[src/hdl/swc_pkg.sv]
// ----------------------------------------------------------------------------
// swc_pkg - shared types and constants for the watchdog supervisor
// Command codes, status codes, result kinds, reset values and the base table.
// ----------------------------------------------------------------------------
package swc_pkg;

  // result kinds
  localparam logic [1:0] KIND_RESP   = 2'd0;
  localparam logic [1:0] KIND_REBOOT = 2'd1;
  localparam logic [1:0] KIND_SELF   = 2'd2;

  // status codes
  localparam logic [15:0] ST_SUCCESS = 16'd0;
  localparam logic [15:0] ST_ERROR   = 16'd1;
  localparam logic [15:0] ST_INVALID = 16'd2;
  localparam logic [15:0] ST_PING    = 16'd3;
  localparam logic [15:0] ST_LOCKED  = 16'd4;

  localparam logic [15:0] VERSION_WORD = 16'd210;
  localparam logic [15:0] DATE_WORD    = 16'h0804;

  // command codes
  localparam logic [7:0] CMD_PING       = 8'd0;
  localparam logic [7:0] CMD_UNLOCK     = 8'd1;
  localparam logic [7:0] CMD_LOCK       = 8'd2;
  localparam logic [7:0] CMD_VERSION    = 8'd3;
  localparam logic [7:0] CMD_DATE       = 8'd4;
  localparam logic [7:0] CMD_REBOOT     = 8'd6;
  localparam logic [7:0] CMD_CLR_FAULTS = 8'd7;
  localparam logic [7:0] CMD_RD_FAULTS  = 8'd8;
  localparam logic [7:0] CMD_RD_FAULTS2 = 8'd9;
  localparam logic [7:0] CMD_MODE_GUARD = 8'd11;
  localparam logic [7:0] CMD_MODE_SLEEP = 8'd12;
  localparam logic [7:0] CMD_SELF_RESET = 8'd13;
  localparam logic [7:0] CMD_MODE_BEAC  = 8'd14;
  localparam logic [7:0] CMD_ENABLE     = 8'd30;
  localparam logic [7:0] CMD_DISABLE    = 8'd31;
  localparam logic [7:0] CMD_HEARTBEAT  = 8'd32;
  localparam logic [7:0] CMD_BASE_LO    = 8'd40;
  localparam logic [7:0] CMD_BASE_HI    = 8'd49;
  localparam logic [7:0] CMD_MULT_LO    = 8'd50;
  localparam logic [7:0] CMD_MULT_HI    = 8'd69;
  localparam logic [7:0] MULT_OFFSET    = 8'd49;

  // interval modes
  localparam logic [1:0] MODE_GUARD  = 2'd0;
  localparam logic [1:0] MODE_SLEEP  = 2'd1;
  localparam logic [1:0] MODE_BEACON = 2'd2;

  localparam logic [2:0] BASE_ENTRIES = 3'd7;

  // reset values
  localparam logic [6:0] RST_GUARD_BASE  = 7'd15;
  localparam logic [4:0] RST_GUARD_MULT  = 5'd8;
  localparam logic [6:0] RST_SLEEP_BASE  = 7'd15;
  localparam logic [4:0] RST_SLEEP_MULT  = 5'd8;
  localparam logic [6:0] RST_BEACON_BASE = 7'd5;
  localparam logic [4:0] RST_BEACON_MULT = 5'd2;

  localparam int FIFO_DEPTH = 4;

  typedef struct packed {
    logic [1:0]  kind;
    logic [15:0] value;
    logic        last;
  } swc_res_t;

  // results of one item, handed from the core to the output queue
  typedef struct packed {
    logic [1:0] count;
    swc_res_t   res0;
    swc_res_t   res1;
  } swc_push_t;

  function automatic logic [6:0] base_lookup(input logic [2:0] sel);
    logic [6:0] b;
    unique case (sel)
      3'd0:    b = 7'd1;
      3'd1:    b = 7'd5;
      3'd2:    b = 7'd10;
      3'd3:    b = 7'd15;
      3'd4:    b = 7'd30;
      3'd5:    b = 7'd60;
      3'd6:    b = 7'd90;
      default: b = 7'd0;
    endcase
    return b;
  endfunction

endpackage

[src/hdl/supervisor_watchdog_with_commands.sv]
// ----------------------------------------------------------------------------
// supervisor_watchdog_with_commands - external watchdog supervisor
// Accepts ticks and command bytes; returns response words and reboot events.
// ----------------------------------------------------------------------------
// Result path: an input beat that is taken is held in the input register, then
//   decoded into the result queue, from which its first result beat is taken.
// Throughput: one input beat per cycle while the queue has room; a timeout tick
//   yields two output beats, so the one-beat-per-cycle queue read sets the rate.
// Reset: synchronous, active high; all supervisor state takes its power-on
//   value and the queue empties.
// ----------------------------------------------------------------------------
module supervisor_watchdog_with_commands
  import swc_pkg::*;
#(
  parameter int DEPTH = FIFO_DEPTH   // result queue depth, at least 2
) (
  input  logic        clk,
  input  logic        rst,
  // input channel
  input  logic        s_tvalid,
  output logic        s_tready,
  input  logic [7:0]  s_tdata,   // [7:0] command
  input  logic        s_tuser,   // [0] action: 0 command byte, 1 one-second tick
  // result channel
  output logic        m_tvalid,
  input  logic        m_tready,
  output logic [15:0] m_tdata,   // [15:0] value
  output logic [1:0]  m_tuser,   // [1:0] kind
  output logic        m_tlast
);

  // Input register: holds one beat until the queue has room for its worst
  // case of two results.
  logic       in_valid;
  logic       in_action;
  logic [7:0] in_command;
  logic       fire;
  logic       room2;

  swc_push_t  push;
  swc_res_t   head;

  assign fire     = in_valid && room2;
  assign s_tready = !in_valid || fire;

  always_ff @(posedge clk) begin
    if (rst) begin
      in_valid <= 1'b0;
    end else if (s_tvalid && s_tready) begin
      in_valid <= 1'b1;
    end else if (fire) begin
      in_valid <= 1'b0;
    end
  end

  // payload needs no reset
  always_ff @(posedge clk) begin
    if (s_tvalid && s_tready) begin
      in_action  <= s_tuser;
      in_command <= s_tdata;
    end
  end

  // Decode and supervisor state: all work for one beat in a single pass.
  swc_core u_core (
    .clk     (clk),
    .rst     (rst),
    .fire    (fire),
    .action  (in_action),
    .command (in_command),
    .push    (push)
  );

  // Result queue decouples the two sides, so a stalled master does not stop
  // intake until the queue is nearly full.
  swc_out_fifo #(
    .DEPTH (DEPTH)
  ) u_fifo (
    .clk   (clk),
    .rst   (rst),
    .push  (push),
    .room2 (room2),
    .valid (m_tvalid),
    .ready (m_tready),
    .head  (head)
  );

  assign m_tdata = head.value;
  assign m_tuser = head.kind;
  assign m_tlast = head.last;

`ifndef SYNTHESIS
  a_hold_until_room: assert property (@(posedge clk) disable iff (rst)
    in_valid && !room2 |=> in_valid && $stable(in_command) && $stable(in_action))
    else $error("held input beat lost while queue full");
  a_no_push_idle: assert property (@(posedge clk) disable iff (rst)
    !fire |-> push.count == 2'd0)
    else $error("result pushed without an item");
  a_ready_when_empty: assert property (@(posedge clk) disable iff (rst)
    !in_valid |-> s_tready)
    else $error("input stalled with empty input register");
`endif

endmodule

[src/hdl/swc_core.sv]
// ----------------------------------------------------------------------------
// swc_core - command decode, supervisor state and timeout check
// Processes one registered item per cycle while fire is high, and emits up to two results.
// ----------------------------------------------------------------------------
module swc_core
  import swc_pkg::*;
(
  input  logic       clk,
  input  logic       rst,
  input  logic       fire,
  input  logic       action,
  input  logic [7:0] command,
  output swc_push_t  push
);

  logic        enabled,     enabled_next;
  logic        unlocked,    unlocked_next;
  logic [1:0]  set_mode,    set_mode_next;
  logic [6:0]  guard_base,  guard_base_next;
  logic [4:0]  guard_mult,  guard_mult_next;
  logic [6:0]  sleep_base,  sleep_base_next;
  logic [4:0]  sleep_mult,  sleep_mult_next;
  logic [6:0]  beacon_base, beacon_base_next;
  logic [4:0]  beacon_mult, beacon_mult_next;
  logic [15:0] elapsed_secs, elapsed_secs_next;
  logic [7:0]  primary_faults, primary_faults_next;

  logic [11:0] limit;
  logic [15:0] elapsed_inc;
  logic [7:0]  mult_diff;
  logic [4:0]  mult_val;
  logic [7:0]  base_diff;
  logic [2:0]  base_sel;
  logic [6:0]  base_val;
  swc_push_t   res;

  assign limit       = 12'(guard_base) * 12'(guard_mult);
  assign elapsed_inc = (elapsed_secs == 16'hFFFF) ? elapsed_secs : elapsed_secs + 16'd1;
  assign mult_diff   = command - MULT_OFFSET;
  assign mult_val    = mult_diff[4:0];
  // full selector kept so that 47..49 are caught before the table index wraps
  assign base_diff   = command - CMD_BASE_LO;
  assign base_sel    = base_diff[2:0];
  assign base_val    = base_lookup(base_sel);

  function automatic swc_push_t one(input logic [1:0] kind, input logic [15:0] value);
    swc_push_t p;
    p       = '0;
    p.count = 2'd1;
    p.res0  = '{kind: kind, value: value, last: 1'b1};
    return p;
  endfunction

  always_comb begin
    enabled_next        = enabled;
    unlocked_next       = unlocked;
    set_mode_next       = set_mode;
    guard_base_next     = guard_base;
    guard_mult_next     = guard_mult;
    sleep_base_next     = sleep_base;
    sleep_mult_next     = sleep_mult;
    beacon_base_next    = beacon_base;
    beacon_mult_next    = beacon_mult;
    elapsed_secs_next   = elapsed_secs;
    primary_faults_next = primary_faults;
    res                 = '0;

    if (action) begin
      elapsed_secs_next = elapsed_inc;
      if (enabled && (elapsed_inc > {4'd0, limit})) begin
        primary_faults_next = primary_faults + 8'd1;
        enabled_next     = 1'b0;
        unlocked_next    = 1'b0;
        set_mode_next    = MODE_GUARD;
        guard_base_next  = RST_GUARD_BASE;
        guard_mult_next  = RST_GUARD_MULT;
        sleep_base_next  = RST_SLEEP_BASE;
        sleep_mult_next  = RST_SLEEP_MULT;
        beacon_base_next = RST_BEACON_BASE;
        beacon_mult_next = RST_BEACON_MULT;
        elapsed_secs_next = '0;
        res.count = 2'd2;
        res.res0  = '{kind: KIND_REBOOT, value: 16'd0, last: 1'b0};
        res.res1  = '{kind: KIND_SELF,   value: 16'd0, last: 1'b1};
      end
    end else begin
      priority case (command) inside
        CMD_PING:    res = one(KIND_RESP, ST_PING);
        CMD_UNLOCK: begin
          unlocked_next = 1'b1;
          res = one(KIND_RESP, ST_SUCCESS);
        end
        CMD_LOCK: begin
          unlocked_next = 1'b0;
          res = one(KIND_RESP, ST_SUCCESS);
        end
        CMD_VERSION: res = one(KIND_RESP, VERSION_WORD);
        CMD_DATE:    res = one(KIND_RESP, DATE_WORD);
        CMD_REBOOT:  res = one(KIND_REBOOT, 16'd0);
        CMD_CLR_FAULTS: begin
          primary_faults_next = '0;
          res = one(KIND_RESP, ST_SUCCESS);
        end
        CMD_RD_FAULTS:  res = one(KIND_RESP, {8'd0, primary_faults});
        CMD_RD_FAULTS2: res = one(KIND_RESP, 16'd0);
        CMD_MODE_GUARD, CMD_MODE_SLEEP, CMD_MODE_BEAC: begin
          if (!unlocked) begin
            res = one(KIND_RESP, ST_LOCKED);
          end else if (command == CMD_MODE_GUARD) begin
            set_mode_next = MODE_GUARD;
          end else if (command == CMD_MODE_SLEEP) begin
            set_mode_next = MODE_SLEEP;
          end else begin
            set_mode_next = MODE_BEACON;
          end
        end
        CMD_SELF_RESET: begin
          enabled_next     = 1'b0;
          unlocked_next    = 1'b0;
          set_mode_next    = MODE_GUARD;
          guard_base_next  = RST_GUARD_BASE;
          guard_mult_next  = RST_GUARD_MULT;
          sleep_base_next  = RST_SLEEP_BASE;
          sleep_mult_next  = RST_SLEEP_MULT;
          beacon_base_next = RST_BEACON_BASE;
          beacon_mult_next = RST_BEACON_MULT;
          elapsed_secs_next = '0;
          res = one(KIND_SELF, 16'd0);
        end
        CMD_ENABLE: begin
          if (enabled) begin
            res = one(KIND_RESP, ST_INVALID);
          end else begin
            enabled_next      = 1'b1;
            elapsed_secs_next = '0;
            unlocked_next     = 1'b0;
            res = one(KIND_RESP, ST_SUCCESS);
          end
        end
        CMD_DISABLE: begin
          if (!enabled) begin
            res = one(KIND_RESP, ST_INVALID);
          end else begin
            enabled_next      = 1'b0;
            elapsed_secs_next = '0;
            unlocked_next     = 1'b0;
            res = one(KIND_RESP, ST_SUCCESS);
          end
        end
        CMD_HEARTBEAT: begin
          if (!enabled) begin
            res = one(KIND_RESP, ST_INVALID);
          end else begin
            elapsed_secs_next = '0;
            unlocked_next     = 1'b0;
            res = one(KIND_RESP, ST_SUCCESS);
          end
        end
        [CMD_BASE_LO:CMD_BASE_HI]: begin
          if (!unlocked) begin
            res = one(KIND_RESP, ST_LOCKED);
          end else if (base_diff >= {5'd0, BASE_ENTRIES}) begin
            res = one(KIND_RESP, ST_ERROR);
          end else begin
            unique case (set_mode)
              MODE_GUARD: begin
                guard_base_next = base_val;
                res = one(KIND_RESP, {9'd0, base_val});
              end
              MODE_SLEEP: begin
                sleep_base_next = base_val;
                res = one(KIND_RESP, {9'd0, base_val});
              end
              MODE_BEACON: begin
                beacon_base_next = base_val;
                res = one(KIND_RESP, ST_SUCCESS);
              end
              default: ; // mode three cannot be reached; no effect
            endcase
          end
        end
        [CMD_MULT_LO:CMD_MULT_HI]: begin
          if (!unlocked) begin
            res = one(KIND_RESP, ST_LOCKED);
          end else begin
            unique case (set_mode)
              MODE_GUARD: begin
                guard_mult_next = mult_val;
                res = one(KIND_RESP, {11'd0, mult_val});
              end
              MODE_SLEEP: begin
                sleep_mult_next = mult_val;
                res = one(KIND_RESP, {11'd0, mult_val});
              end
              MODE_BEACON: begin
                beacon_mult_next = mult_val;
                res = one(KIND_RESP, ST_SUCCESS);
              end
              default: ;
            endcase
          end
        end
        default: ; // unused code: silent
      endcase
    end
  end

  assign push = fire ? res : '0;

  always_ff @(posedge clk) begin
    if (rst) begin
      enabled        <= 1'b0;
      unlocked       <= 1'b0;
      set_mode       <= MODE_GUARD;
      guard_base     <= RST_GUARD_BASE;
      guard_mult     <= RST_GUARD_MULT;
      sleep_base     <= RST_SLEEP_BASE;
      sleep_mult     <= RST_SLEEP_MULT;
      beacon_base    <= RST_BEACON_BASE;
      beacon_mult    <= RST_BEACON_MULT;
      elapsed_secs   <= '0;
      primary_faults <= '0;
    end else if (fire) begin
      enabled        <= enabled_next;
      unlocked       <= unlocked_next;
      set_mode       <= set_mode_next;
      guard_base     <= guard_base_next;
      guard_mult     <= guard_mult_next;
      sleep_base     <= sleep_base_next;
      sleep_mult     <= sleep_mult_next;
      beacon_base    <= beacon_base_next;
      beacon_mult    <= beacon_mult_next;
      elapsed_secs   <= elapsed_secs_next;
      primary_faults <= primary_faults_next;
    end
  end

`ifndef SYNTHESIS
  a_two_is_timeout: assert property (@(posedge clk) disable iff (rst)
    push.count == 2'd2 |-> push.res0.kind == KIND_REBOOT && !push.res0.last
                           && push.res1.kind == KIND_SELF && push.res1.last)
    else $error("two-beat result is not reboot then self reset");
  a_timeout_disables: assert property (@(posedge clk) disable iff (rst)
    push.count == 2'd2 |=> !enabled && elapsed_secs == 16'd0)
    else $error("state not cleared after timeout");
  a_mode_reachable: assert property (@(posedge clk) disable iff (rst)
    set_mode != 2'd3)
    else $error("interval mode holds an unreachable value");
`endif

endmodule

[src/hdl/swc_out_fifo.sv]
// ----------------------------------------------------------------------------
// swc_out_fifo - result queue
// Takes up to two result beats per cycle, hands out one beat per cycle while ready is high.
// ----------------------------------------------------------------------------
module swc_out_fifo
  import swc_pkg::*;
#(
  parameter int DEPTH = FIFO_DEPTH
) (
  input  logic      clk,
  input  logic      rst,
  input  swc_push_t push,
  output logic      room2,
  output logic      valid,
  input  logic      ready,
  output swc_res_t  head
);

  localparam int AW = (DEPTH > 1) ? $clog2(DEPTH) : 1;
  localparam int CW = $clog2(DEPTH + 1);
  localparam logic [AW-1:0] LAST_ADDR = AW'(DEPTH - 1);

  swc_res_t        mem [DEPTH];
  logic [AW-1:0]   wptr, wptr1, wptr2, rptr, rptr1;
  logic [CW-1:0]   count, count_next;
  logic            pop;

  assign wptr1 = (wptr == LAST_ADDR) ? '0 : wptr + AW'(1);
  assign wptr2 = (wptr1 == LAST_ADDR) ? '0 : wptr1 + AW'(1);
  assign rptr1 = (rptr == LAST_ADDR) ? '0 : rptr + AW'(1);

  assign valid = (count != '0);
  assign head  = mem[rptr];
  assign pop   = valid && ready;
  assign room2 = (count <= CW'(DEPTH - 2));

  assign count_next = count + CW'(push.count) - CW'(pop);

  always_ff @(posedge clk) begin
    if (push.count != 2'd0) begin
      mem[wptr] <= push.res0;
    end
    if (push.count == 2'd2) begin
      mem[wptr1] <= push.res1;
    end
  end

  always_ff @(posedge clk) begin
    if (rst) begin
      wptr  <= '0;
      rptr  <= '0;
      count <= '0;
    end else begin
      count <= count_next;
      if (pop) begin
        rptr <= rptr1;
      end
      if (push.count == 2'd1) begin
        wptr <= wptr1;
      end else if (push.count == 2'd2) begin
        wptr <= wptr2;
      end
    end
  end

`ifndef SYNTHESIS
  a_no_overflow: assert property (@(posedge clk) disable iff (rst)
    push.count != 2'd0 |-> count + CW'(push.count) <= CW'(DEPTH))
    else $error("result queue overflow");
  a_count_bound: assert property (@(posedge clk) disable iff (rst)
    count <= CW'(DEPTH))
    else $error("result queue count out of range");
`endif

endmodule
[config.mk]
export PLATFORM = sky130hd
export DESIGN_NAME = supervisor_watchdog_with_commands
export DESIGN_NICKNAME = d
export VERILOG_FILES = /design/src/hdl/swc_pkg.sv /design/src/hdl/supervisor_watchdog_with_commands.sv /design/src/hdl/swc_core.sv /design/src/hdl/swc_out_fifo.sv
export SDC_FILE = /design/constraint.sdc
export NUM_CORES = 1
export LEC_CHECK = 0
export ABC_AREA = 0
export ABC_CLOCK_PERIOD_IN_PS = 8200
export BUFFER_PORTS_ARGS = -buffer_cell sky130_fd_sc_hd__buf_2
export CAP_MARGIN = 20
export CORE_UTILIZATION = 60
export DETAILED_ROUTE_END_ITERATION = 8
export PLACE_DENSITY = 0.82
export SLEW_MARGIN = 20
export SYNTH_ARGS = -nofsm -noshare
export SYNTH_HDL_FRONTEND = slang
export SYNTH_SLANG_ARGS = --single-unit
[constraint.sdc]
create_clock -name clk -period 8.2 [get_ports clk]
set_input_delay 1.64 -clock clk [delete_from_list [all_inputs] [get_ports clk]]
set_output_delay 1.64 -clock clk [all_outputs]
set_load 0.01 [all_outputs]
# Word-level counts from Yosys, hierarchy flattened
# Memories as Yosys holds them, arrays and structs flattened. A register that Yosys moved wholly into a read port is not among the register bits.
# Cells that the tools add are included.
dict set report totals {
  reg_bits 57
  ram_bits 76
  output_inout_bits 21
  memories 1
}
dict set report op_classes {
  add_sub_neg 9
  mul 1
  n_lt_le_gt_ge 7
  eq_ne 55
  muxes 157
  n_reduce_logical 33
}
# name words width rd rd_clocked_by_memory_dff write_ports line_no
set memory_table {}
lappend memory_table {u_fifo.mem 4 19 1 1 2 swc_out_fifo.sv:23} ;# swc_res_t mem [DEPTH];
# op count
set op_table {}
lappend op_table {{40-bit two-way mux} 22}
lappend op_table {{16-bit two-way mux} 19}
lappend op_table {{39-bit case mux with 2 select lines} 2}
lappend op_table {{7-bit two-way mux} 20}
lappend op_table {{5-bit two-way mux} 20}
lappend op_table {{8-bit two-way mux} 9}
lappend op_table {{7-bit case mux with 7 select lines} 1}
lappend op_table {{8-bit by 4-bit equality test with 1-bit output, second input constant} 6}
lappend op_table {{2-bit two-way mux} 23}
lappend op_table {{22-bit two-way mux} 2}
lappend op_table {{39-bit two-way mux} 1}
lappend op_table {{13-bit AND reduction} 3}
lappend op_table {{1-bit two-way mux} 38}
lappend op_table {{19-bit AND reduction} 2}
lappend op_table {{4-bit by 2-bit inequality test with 1-bit output, second input constant} 7}
lappend op_table {{8-bit by 3-bit equality test with 1-bit output, second input constant} 3}
lappend op_table {{2-bit inequality test, second input constant} 10}
lappend op_table {{3-bit by 2-bit inequality test with 1-bit output, second input constant} 6}
lappend op_table {{3-bit nonzero test} 6}
lappend op_table {{16-bit by 1-bit adder with 16-bit output, second input constant} 1}
lappend op_table {{16-bit equality test, second input constant} 1}
lappend op_table {{8-bit by 2-bit equality test with 1-bit output, second input constant} 2}
lappend op_table {{8-bit by 5-bit equality test with 1-bit output, second input constant} 2}
lappend op_table {{8-bit by 6-bit greater-or-equal comparator with 1-bit output, second input constant} 2}
lappend op_table {{36 further kinds} 54}

# Depth between registers and ports, before layout
dict set report depth {
  depth_word 26
  mapped_depth 29
  mapped_depth_nobuf 27
}

# Modules after synthesis
# A second synthesis with hierarchy kept.
dict set report unflattened {
  cells_unflattened 877
  hier_area_um2 9471.6
}
# module instances cells_per_inst area_each_um2 seq_area_each_um2
set modules_own_cells {}
lappend modules_own_cells {swc_core 1 611 4858.4 800.8}
lappend modules_own_cells {swc_out_fifo 1 251 4280.4 2462.4}
lappend modules_own_cells {supervisor_watchdog_with_commands 1 15 332.8 290.3}

# Worst setup path before layout
# OpenSTA, ideal clock, no wires.
dict set report synth_timing {
  path_type {reg-to-reg}
  startpoint {register u_core.guard_mult[4]}
  endpoint {memory u_fifo.mem[0][0] in the netlist's numbering, enable pin}
  arrival_ns 5.822
  slack_ns 2.119
  path_stages_with_launch 26
  n_path_buf 3
  synth_period_minus_slack_ns 6.081
  path_cell_list {dfxtp_1 nand2_1 fa_1 fa_1 fa_1 inv_1 ha_1 a21oi_1 o21ai_0 a21oi_1 o21ai_0 nor4b_1 nor3_1 ha_1 a21oi_1 o21ai_0 o311ai_0 and3_1 or2_2 buf_2 inv_1 ha_1 clkbuf_1 a21oi_1 clkbuf_1 inv_1}
}
# element line_no
set synth_lines {}
lappend synth_lines {{start: declaration} swc_core.sv:20} ;# logic [4:0] guard_mult, guard_mult_next;
lappend synth_lines {{start signal: assignment} swc_core.sv:228} ;# guard_mult <= guard_mult_next;
lappend synth_lines {{end: declaration} swc_out_fifo.sv:23}

==> results_dict.tcl <==
set metrics [dict create \
    grt_max_degree 45 \
    cts_tree "done" \
    area_delta_synth_final_pct 4.97 \
    cts_max_path_buffers 2 \
    reg2reg_depth 22 \
    pwr-share-clk 0.377 \
    die_x_microns 113 \
    power.net_switching_uw 349 \
    syn_avg_cell_area_sq_um 8.82 \
    crit_slowest_cell "a21oi_1" \
    avgViaCountPerCell 6.11 \
    finalCriticalPeriod_ps 7120 \
    drtAntennaViolNets 0 \
    clock.fmax_mhz 140 \
    setup_violations 0 \
    design_power_total_uw 1220 \
    first_pass_iters 5 \
    cpMostUsedCell "a21oi_1" \
    yosys_warnings 0 \
    synth_top_family_by_area "simple AND/OR/NAND/NOR gates" \
    fin_area_sq_um 7830 \
    p_leak_uw 0.00303 \
    hold_violations 0 \
    powerDensity_nw_per_um2 155 \
    clkLatencyLatePin_ps 360 \
    antenna_cells 0 \
    timing.rr.end "u_fifo.mem[1][0]$_DFFE_PP_" \
    fin_nets 925 \
    status "completed" \
    numPortBuffers 26 \
    gr-total-overflow 0 \
    hpwl_mm 12.6 \
    clkTransAtPathRegs_ps 80 \
    p_seq_frac 0.483 \
    initial_utilization 0.618 \
    drive_gt1_frac 0.0863 \
    internal-power_uw 867 \
    grt_pass1_vias 5788 \
    cp_top_family "adder cells" \
    min_from "u_fifo.mem[1][1]$_SDFFE_PP0P_" \
    routed-via-count 6197 \
    synth_fa_ha_area_frac 0.135 \
    holdPathStages 2 \
    core-area_sq_um 12100 \
    critPathMaxStageDelay_ps 760 \
    holdBufCountCts 0 \
    ir_drop_mv 0.130 \
    async_reset_ff_frac 0 \
    cts_max_level 3 \
    regArea_sq_um 2310 \
    drc 0 \
    post_cts_resize_count 0 \
    cts_num_sinks 107 \
    crit_arrival_ps 7200 \
    min_period_over_period 0.869 \
    relSlewSlack 0.400 \
    grt_first_pass_wirelength_mm 28.6 \
    gp_congestion 0.952 \
    tightest_slew_ps 900 \
    synth_mux_area_frac 0.0488 \
    num_rows 40 \
    cp-end-kind "flip-flop" \
    r2r-start "u_core.guard_mult[2]$_SDFFE_PP0P_" \
    die_area_sq_um 12900 \
    synth_xor_area_frac 0.0258 \
    crit_required_ps 8280 \
    path_class "reg -> reg" \
    crit_path_start_kind "flip-flop" \
    synth_edf_count 17 \
    netlist_instances 845 \
    ys_types 85 \
    swShare 0.287 \
    fill_cells 1015 \
    crit_path_cell_trace "nand2_1 > fa_1 > fa_1 > fa_1 > inv_1 > ha_1 > a21oi_1 > o21ai_0 > a21oi_1 > o21ai_0 > nor4b_1 > nor3_1 > ha_1 > a21oi_1 > o21ai_0 > o311ai_0 > and3_1 > or2_2 > inv_1 > ha_1 > a21oi_1 > inv_1" \
    cts_made_buffers 9 \
    cts_setup_buffers 0 \
    finalSetupTns_ps 0 \
    min_path_type "reg -> reg" \
    synth_area_sq_um 7460 \
    holdWs_ps 455 \
    seq_area_frac_synth 0.310 \
    rrSetupSlack_ps 1080 \
    io_pins 34 \
    max-cap-violations 0 \
    rsz0062_at_grt "no" \
    placed_cell_area_sq_um 7500 \
    synthFlopType "dfxtp_1" \
    clock_skew_ps 9.17 \
    wirelength_mm 16.9 \
    combinationalPowerShare 0.140 \
    worstHoldEndpoint "u_fifo.mem[1][1]$_SDFFE_PP0P_" \
    multi_input_area_sq_um 4650 \
    routedWlPerCell_microns 16.6 \
    antenna_found_initial 0 \
    die_height_microns 113 \
    cp_num_buf_inv 3 \
    root_buffer "clkbuf_16" \
    path_max_fanout 12 \
    synthSimpleGateAreaFrac 0.234 \
    drv_slew 0 \
    ys_ff_latch 107 \
    synth_compound_area_frac 0.176 \
    drt_iter0_markers 601 \
    globalRouteTotalUtil 0.278 \
]
==> sequential cells by signal, indices dropped and copies added, names as in the netlist, named ones only <==
register and count:
u_core.elapsed_secs 16, in_valid 1, u_core.unlocked 1, in_command 8
u_fifo.wptr 2, u_core.set_mode 2, u_core.primary_faults 8, u_core.guard_mult 5
in_action 1, u_core.guard_base 7, u_fifo.rptr 2, u_core.enabled 1
u_fifo.mem 48, u_fifo.count 3
==> stage by stage <==
step	util	cells	worst slack [ps]
4_1_cts	0.649	1014	1110
6_report	0.649	1014	1080
2_1_floorplan	-	851	2120
5_1_grt	0.649	1014	484
3_5_place_dp	0.622	998	1160
3_3_place_gp	0.622	998	1360
==> Yosys cell counts (9+ instances only) <==
cell type,count,share of area
fa_1,16,0.043
nand4_1,11,0.0092
or3_1,12,0.010
nor2_1,42,0.021
nand2b_1,12,0.010
a22o_1,21,0.025
nand3_1,30,0.020
edfxtp_1,17,0.068
mux4_2,12,0.036
o22ai_1,10,0.0084
buf_4,12,0.012
nor2b_1,12,0.010
xnor2_1,14,0.016
o21ai_0,42,0.028
nor3_1,19,0.013
nand2_1,104,0.052
a21oi_1,46,0.031
clkbuf_1,15,0.0076
buf_6,9,0.014
ha_1,55,0.092
dfxtp_1,90,0.24
inv_1,54,0.027
and2_1,33,0.028
==> cells by family (layout without fill, tap and decap cells) <==
group                    after synthesis  count (layout)
AO/OA/AOI/OAI                        195             195
buffers and inverters                101              96
adder cells (fa/ha/maj)               71              71
XOR/XNOR                              22              22
multiplexers                          21              21
other                                  1               7
flip-flops                           107             107
AND/OR/NAND/NOR                      327             327
==> layout make-up <==
type / count / area share
clock inverter: 7 / 0.0126
timing repair buffer: 26 / 0.0166
inverter: 54 / 0.0259
sequential: 107 / 0.295
multi-input combinational: 643 / 0.594
clock buffer: 9 / 0.0288
tap: 168 / 0.0269
==> worst min-delay path, delay by kind of cell, from the launching register on <==
kind | cells | cell delay [ps]
flops | 1 | 310
compound gates | 1 | 50
simple gates | 1 | 50
==> cells in the final DEF, fill, tap and decap left out, drive strengths merged, types with 10 or more instances in the layout <==
| cell | count |
|---|---|
| a22o | 21 |
| buf | 26 |
| fa | 16 |
| nor2b | 12 |
| and2 | 34 |
| a21oi | 50 |
| nand3 | 30 |
| mux4 | 12 |
| edfxtp | 17 |
| ha | 55 |
| nand2b | 12 |
| dfxtp | 90 |
| nand2 | 105 |
| nand4 | 11 |
| nor2 | 42 |
| xnor2 | 14 |
| nor3 | 20 |
| o22ai | 10 |
| or3 | 12 |
| o21ai | 46 |
| inv | 55 |
==> how the worst max path moves through the flow <==
stage                                 startpoint                     endpoint  slack, ps  depth (start not counted)
2_1_floorplan  u_core.guard_mult[4]$_SDFFE_PP0P_   u_fifo.mem[0][0]$_DFFE_PP_       2120                         25
3_3_place_gp   u_core.guard_mult[3]$_SDFFE_PP1P_   u_fifo.mem[0][0]$_DFFE_PP_       1360                         22
3_5_place_dp   u_core.guard_mult[3]$_SDFFE_PP1P_   u_fifo.mem[0][0]$_DFFE_PP_       1160                         22
4_1_cts        u_core.guard_mult[4]$_SDFFE_PP0P_   u_fifo.mem[0][0]$_DFFE_PP_       1110                         22
5_1_grt        u_core.guard_mult[3]$_SDFFE_PP1P_  u_fifo.mem[0][18]$_DFFE_PP_        480                         22
6_report       u_core.guard_mult[2]$_SDFFE_PP0P_   u_fifo.mem[1][0]$_DFFE_PP_       1080                         22
==> routing by layer <==
metal / part of all wire / GRT usage / vias to the layer above
met1: 0.45 / 0.385 / 2874
met5: 0 / 0 / -
met3: 0.078 / 0.0627 / 23
met2: 0.46 / 0.438 / 266
met4: 0.012 / 0.0737 / 0
li1: - / - / 3034
==> power by group through the flow <==
stage / combinational, uW / sequential (uW) / clock [uW]
2_1_floorplan: 165 / 572 / 0
3_3_place_gp: 164 / 599 / 0
3_5_place_dp: 169 / 599 / 0
4_1_cts: 169 / 587 / 467
5_1_grt: 189 / 593 / 485
6_report: 171 / 587 / 458
(Power assumes the default switching activity.)
